===== src/rtl/core/bdq_pkg.sv =====
`timescale 1ns / 1ps

package bdq_pkg;

	localparam int DEPTH_DEF     = 128;
	localparam int WORD_BITS_DEF = 32;

	localparam int KIND_W   = 3;
	localparam int VALUE_W  = 32;
	localparam int COUNT_W  = 8;
	localparam int RDVAL_W  = 32;
	localparam int LENGTH_W = 8;
	localparam int STATUS_W = 2;

	localparam logic [KIND_W-1:0] KIND_PUSH_FRONT = 3'd0;
	localparam logic [KIND_W-1:0] KIND_PUSH_BACK  = 3'd1;
	localparam logic [KIND_W-1:0] KIND_POP_FRONT  = 3'd2;
	localparam logic [KIND_W-1:0] KIND_READ       = 3'd3;
	localparam logic [KIND_W-1:0] KIND_TRUNCATE   = 3'd4;
	localparam logic [KIND_W-1:0] KIND_DROP       = 3'd5;

	localparam logic [STATUS_W-1:0] ST_OK    = 2'd0;
	localparam logic [STATUS_W-1:0] ST_FULL  = 2'd1;
	localparam logic [STATUS_W-1:0] ST_EMPTY = 2'd2;
	localparam logic [STATUS_W-1:0] ST_RANGE = 2'd3;

	typedef struct packed {
		logic [KIND_W-1:0]  kind;
		logic [VALUE_W-1:0] value;
		logic [COUNT_W-1:0] count;
	} req_t;

	typedef struct packed {
		logic [RDVAL_W-1:0]  read_value;
		logic [LENGTH_W-1:0] new_length;
		logic [STATUS_W-1:0] status;
	} rsp_t;

	typedef struct packed {
		logic capture;
		logic execute;
		logic load;
	} cmd_t;

endpackage


===== src/rtl/core/bdq_ctrl.sv =====
`timescale 1ns / 1ps

module bdq_ctrl (
	input  logic          clk,
	input  logic          arst_n,
	input  logic          req_valid,
	output logic          req_ready,
	output logic          rsp_valid,
	input  logic          rsp_ready,
	output bdq_pkg::cmd_t cmd
);

	localparam logic [1:0] S_IDLE = 2'd0;
	localparam logic [1:0] S_EXEC = 2'd1;
	localparam logic [1:0] S_RESP = 2'd2;

	logic [1:0] state_q;
	logic [1:0] state_d;
	logic       out_valid_q;
	logic       slot_free;

	assign req_ready = (state_q == S_IDLE);
	assign rsp_valid = out_valid_q;
	assign slot_free = !out_valid_q || rsp_ready;

	always_comb begin
		state_d     = state_q;
		cmd.capture = 1'b0;
		cmd.execute = 1'b0;
		cmd.load    = 1'b0;
		case (state_q)
			S_IDLE: begin
				if (req_valid) begin
					cmd.capture = 1'b1;
					state_d     = S_EXEC;
				end
			end
			S_EXEC: begin
				cmd.execute = 1'b1;
				state_d     = S_RESP;
			end
			S_RESP: begin
				if (slot_free) begin
					cmd.load = 1'b1;
					state_d  = S_IDLE;
				end
			end
			default: begin
				state_d = S_IDLE;
			end
		endcase
	end

	always_ff @(posedge clk or negedge arst_n) begin
		if (!arst_n) begin
			state_q     <= S_IDLE;
			out_valid_q <= 1'b0;
		end else begin
			state_q <= state_d;
			if (cmd.load) begin
				out_valid_q <= 1'b1;
			end else if (rsp_ready) begin
				out_valid_q <= 1'b0;
			end
		end
	end

endmodule


===== config.mk =====
export PLATFORM = sky130hd
export DESIGN_NAME = bdq_ctrl
export DESIGN_NICKNAME = d
export VERILOG_FILES = /design/src/rtl/core/bdq_pkg.sv /design/src/rtl/core/bdq_ctrl.sv
export SDC_FILE = /design/constraint.sdc
export NUM_CORES = 1
export LEC_CHECK = 0
export BUFFER_PORTS_ARGS = -buffer_cell sky130_fd_sc_hd__clkbuf_2
export CAP_MARGIN = 20
export CORE_AREA = 2 2 39 41
export CTS_CLUSTER_SIZE = 24
export DETAILED_ROUTE_END_ITERATION = 10
export DIE_AREA = 0 0 41 43
export GPL_ROUTABILITY_DRIVEN = 1
export SLEW_MARGIN = 15
export SYNTH_ARGS = -nofsm -noshare
export SYNTH_HDL_FRONTEND = slang
export SYNTH_SLANG_ARGS = --single-unit

===== constraint.sdc =====
create_clock -name clk -period 1 [get_ports clk]
set_input_delay 0.1 -clock clk [delete_from_list [all_inputs] [get_ports clk]]
set_output_delay 0.1 -clock clk [all_outputs]
set_load 0.02 [all_outputs]

==> impl_metrics.sql <==
INSERT INTO impl_metrics (metric_group, metric, value, unit) VALUES
('worst_setup_path', 'critical_path.startpoint', 'state_q[1]$_DFFE_PN0P_', ''),
('timing', 'maxClockFrequency', '860.5', 'MHz'),
('global_route', 'via_count_of_the_first_global_routing_pass', '136', ''),
('cells_and_area', 'finish.utilization', '22.51', '%'),
('job', 'cap_violations', '0', ''),
('synthesis', 'synth-warning-count', '0', ''),
('routing', 'detail-route-antenna-nets', '0', ''),
('synthesis', 'largest_family_of_logic_cells_by_synthesized_area', 'simple AND/OR/NAND/NOR gates', ''),
('floorplan', 'ios', '9', ''),
('synthesis', 'yosysTopAreaCellShare', '56.60', '%'),
('worst_hold_path', 'min_from', 'req_valid', ''),
('synthesis', 'mappedNetlistNets', '16', ''),
('worst_setup_path', 'end_kind', 'primary output', ''),
('routing', 'first_iter_violations', '1', ''),
('synthesis', 'synth.top_cells.by_area', 'sky130_fd_sc_hd__dfrtp_1 (57%), sky130_fd_sc_hd__and2_1 (9.4%), sky130_fd_sc_hd__nand2b_1 (9.4%)', ''),
('timing', 'report.final.hold_viol_count', '0', ''),
('cells_and_area', 'finish.net_count', '33', ''),
('global_route', 'gr-usage-all-layers', '5.433', '%'),
('synthesis', 'synth_fa_ha_area_share', '0', '%'),
('clocking', 'cts_root_buf', 'sky130_fd_sc_hd__clkbuf_4', ''),
('synthesis', 'edff_count_synth', '0', ''),
('synthesis', 'ys_seq_elements', '3', ''),
('cells_and_area', 'final_cells', '44', ''),
('placement', 'placed_cells', '36', ''),
('cells_and_area', 'syn_to_final_growth', '134.9', '%'),
('global_route', 'grt_overflow_total', '0', ''),
('timing', 'fin_worst_skew', '0.0003107', 'ns'),
('worst_setup_path', 'path_class', 'reg -> out', ''),
('routing', 'detail_route.vias_per_cell', '3.136', ''),
('global_route', 'top_usage_layer', 'met4', ''),
('floorplan', 'die_height', '43', 'um'),
('outcome', 'status', 'finished with violations', ''),
('clocking', 'clk_path_buf_depth', '2', ''),
('synthesis', 'synth_cell_types', '8', ''),
('synthesis', 'dominantRegCellSynth', 'sky130_fd_sc_hd__dfrtp_1', ''),
('routing', 'vias', '138', ''),
('synthesis', 'mean_cell_area_of_the_mapped_netlist', '11.05', 'um2'),
('timing', 'timing_worst_slew_pin_value', '0.1361', 'ns'),
('worst_setup_path', 'worst-r2r-cell-count', '3', ''),
('clocking', 'deepest_level_of_the_cts_h_tree', '1', ''),
('routing', 'drt_pass1_iterations', '2', ''),
('clocking', 'worst_skew_pair.late_latency', '0.23', 'ns'),
('synthesis', 'synth.mux.area_fraction', '0', '%'),
('timing', 'post-route-worst-setup-slack', '-0.1621', 'ns'),
('floorplan', 'num_rows', '14', ''),
('synthesis', 'postSynth.asyncResetShare', '100.0', '%'),
('routing', 'wire_per_inst', '7.705', 'um'),
('synthesis', 'synthSimpleGateAreaFrac', '37.74', '%'),
('floorplan', 'initial_core_util', '9.584', '%'),
('synthesis', 'synth.most_common_cell', 'sky130_fd_sc_hd__dfrtp_1', ''),
('clocking', 'cts_made_buffers', '3', ''),
('global_route', 'wire_length_of_the_first_global_routing_pass', '496', 'um'),
('power', 'power_per_cell_area', '2747', 'nW/um2'),
('timing', 'period_minus_slack', '1.162', 'ns'),
('placement', 'port_buffers', '8', ''),
('synthesis', 'seq_area_frac_synth', '56.60', '%'),
('global_route', 'groute.layer.met1.usage', '2.589', '%'),
('placement', 'gpl.final_weighted_congestion', '0.5154', ''),
('clocking', 'clock-sinks', '3', ''),
('timing', 'report.final.setup_viol', '4', ''),
('worst_hold_path', 'holdCritPathClass', 'in -> reg', ''),
('power', 'power.ir.vdd_worst', '0.4134', 'mV'),
('global_route', 'grt_max_degree', '4', ''),
('worst_hold_path', 'hold_path_depth', '2', ''),
('global_route', 'global_route.usage.met3', '6.806', '%'),
('worst_setup_path', 'timing.rr.start', 'state_q[1]$_DFFE_PN0P_', ''),
('cells_and_area', 'post_route_cell_area', '311.5', 'um2'),
('outcome', 'failed_checks', 'negative setup slack', ''),
('floorplan', 'die_width', '41', 'um'),
('global_route', 'initial_antenna_violation_count', '0', ''),
('clocking', 'cts_tree', 'built', '');
-- routing by layer --
| layer | wire length [um] | vias to the layer above |
|---|---|---|
| li1 | - | 69 |
| met1 | 109 | 63 |
| met2 | 191 | 6 |
| met3 | 37 | 0 |
| met4 | 0 | 0 |
| met5 | 0 | - |
-- report_power, final --
| group | total, mW | internal (mW) | switching (mW) | leakage, nW |
|---|---|---|---|---|
| sequential | 0.193 | 0.161 | 0.0324 | 0.0384 |
| combinational | 0.454 | 0.262 | 0.192 | 0.0997 |
| clock | 0.209 | 0.149 | 0.0597 | 0.0150 |
-- metrics by stage --
stage	worst slack [ns]	TNS, ns	hold WS [ns]
6_report	-0.1621	-0.5478	0.09812
5_1_grt	-0.2175	-0.7757	0.1013
4_1_cts	-0.1680	-0.6160	0.08364
3_5_place_dp	0.05330	0	-0.09989
3_3_place_gp	0.05252	0	-0.1006
2_1_floorplan	0.009733	0	-0.1956
-- final timing paths --
check / endpoint
min reg2reg: rsp_valid$_DFFE_PN0P_
min: state_q[0]$_DFFE_PN0P_
max reg2reg: state_q[1]$_DFFE_PN0P_
max in group asynchronous: rsp_valid$_DFFE_PN0P_
min in group asynchronous: state_q[0]$_DFFE_PN0P_
max: cmd[2]
-- final cells by class --
class / instances / area (um2) / area share (%)
multi-input cells: 9 / 75.07 / 24.10
repair buffers: 12 / 115.1 / 36.95
flip-flops and latches: 3 / 75.07 / 24.10
well taps: 16 / 20.02 / 6.426
clock buffers: 4 / 26.28 / 8.434
-- logic make-up (layout without fill, tap and decap cells) --
kind of cell / after synthesis / after routing
buf+inv: 0 / 16
simple gates: 8 / 8
flops: 3 / 3
compound gates: 1 / 1
-- worst max-delay path: stages (launching register included) --
cell	delay [ns]
sky130_fd_sc_hd__dfrtp_1	0.40
sky130_fd_sc_hd__nor2_2	0.16
sky130_fd_sc_hd__and2_4	0.17
sky130_fd_sc_hd__buf_8	0.10
-- sequential cells by signal (all words and copies together) (netlist names) --
register / count
state_q: 2
rsp_valid: 1
-- timing repair --
action | in CTS | in global routing
hold endpoints to repair | 3 | 0
setup endpoints to repair | 4 | 4
cloned | 0 | 0
pin swaps | 1 | 2
resized for setup | 9 | 6
setup buffers | 3 | 0
hold buffers | 1 | 0
-- cell usage in the layout, fill, tap and decap left out, drive strengths merged --
cell type    n
dfrtp        3
nand2        1
o21bai       1
and2         2
nor2b        2
clkbuf       9
nor2         1
buf          6
nand2b       2
dlygate4sd3  1
(Power assumes the default switching activity.)
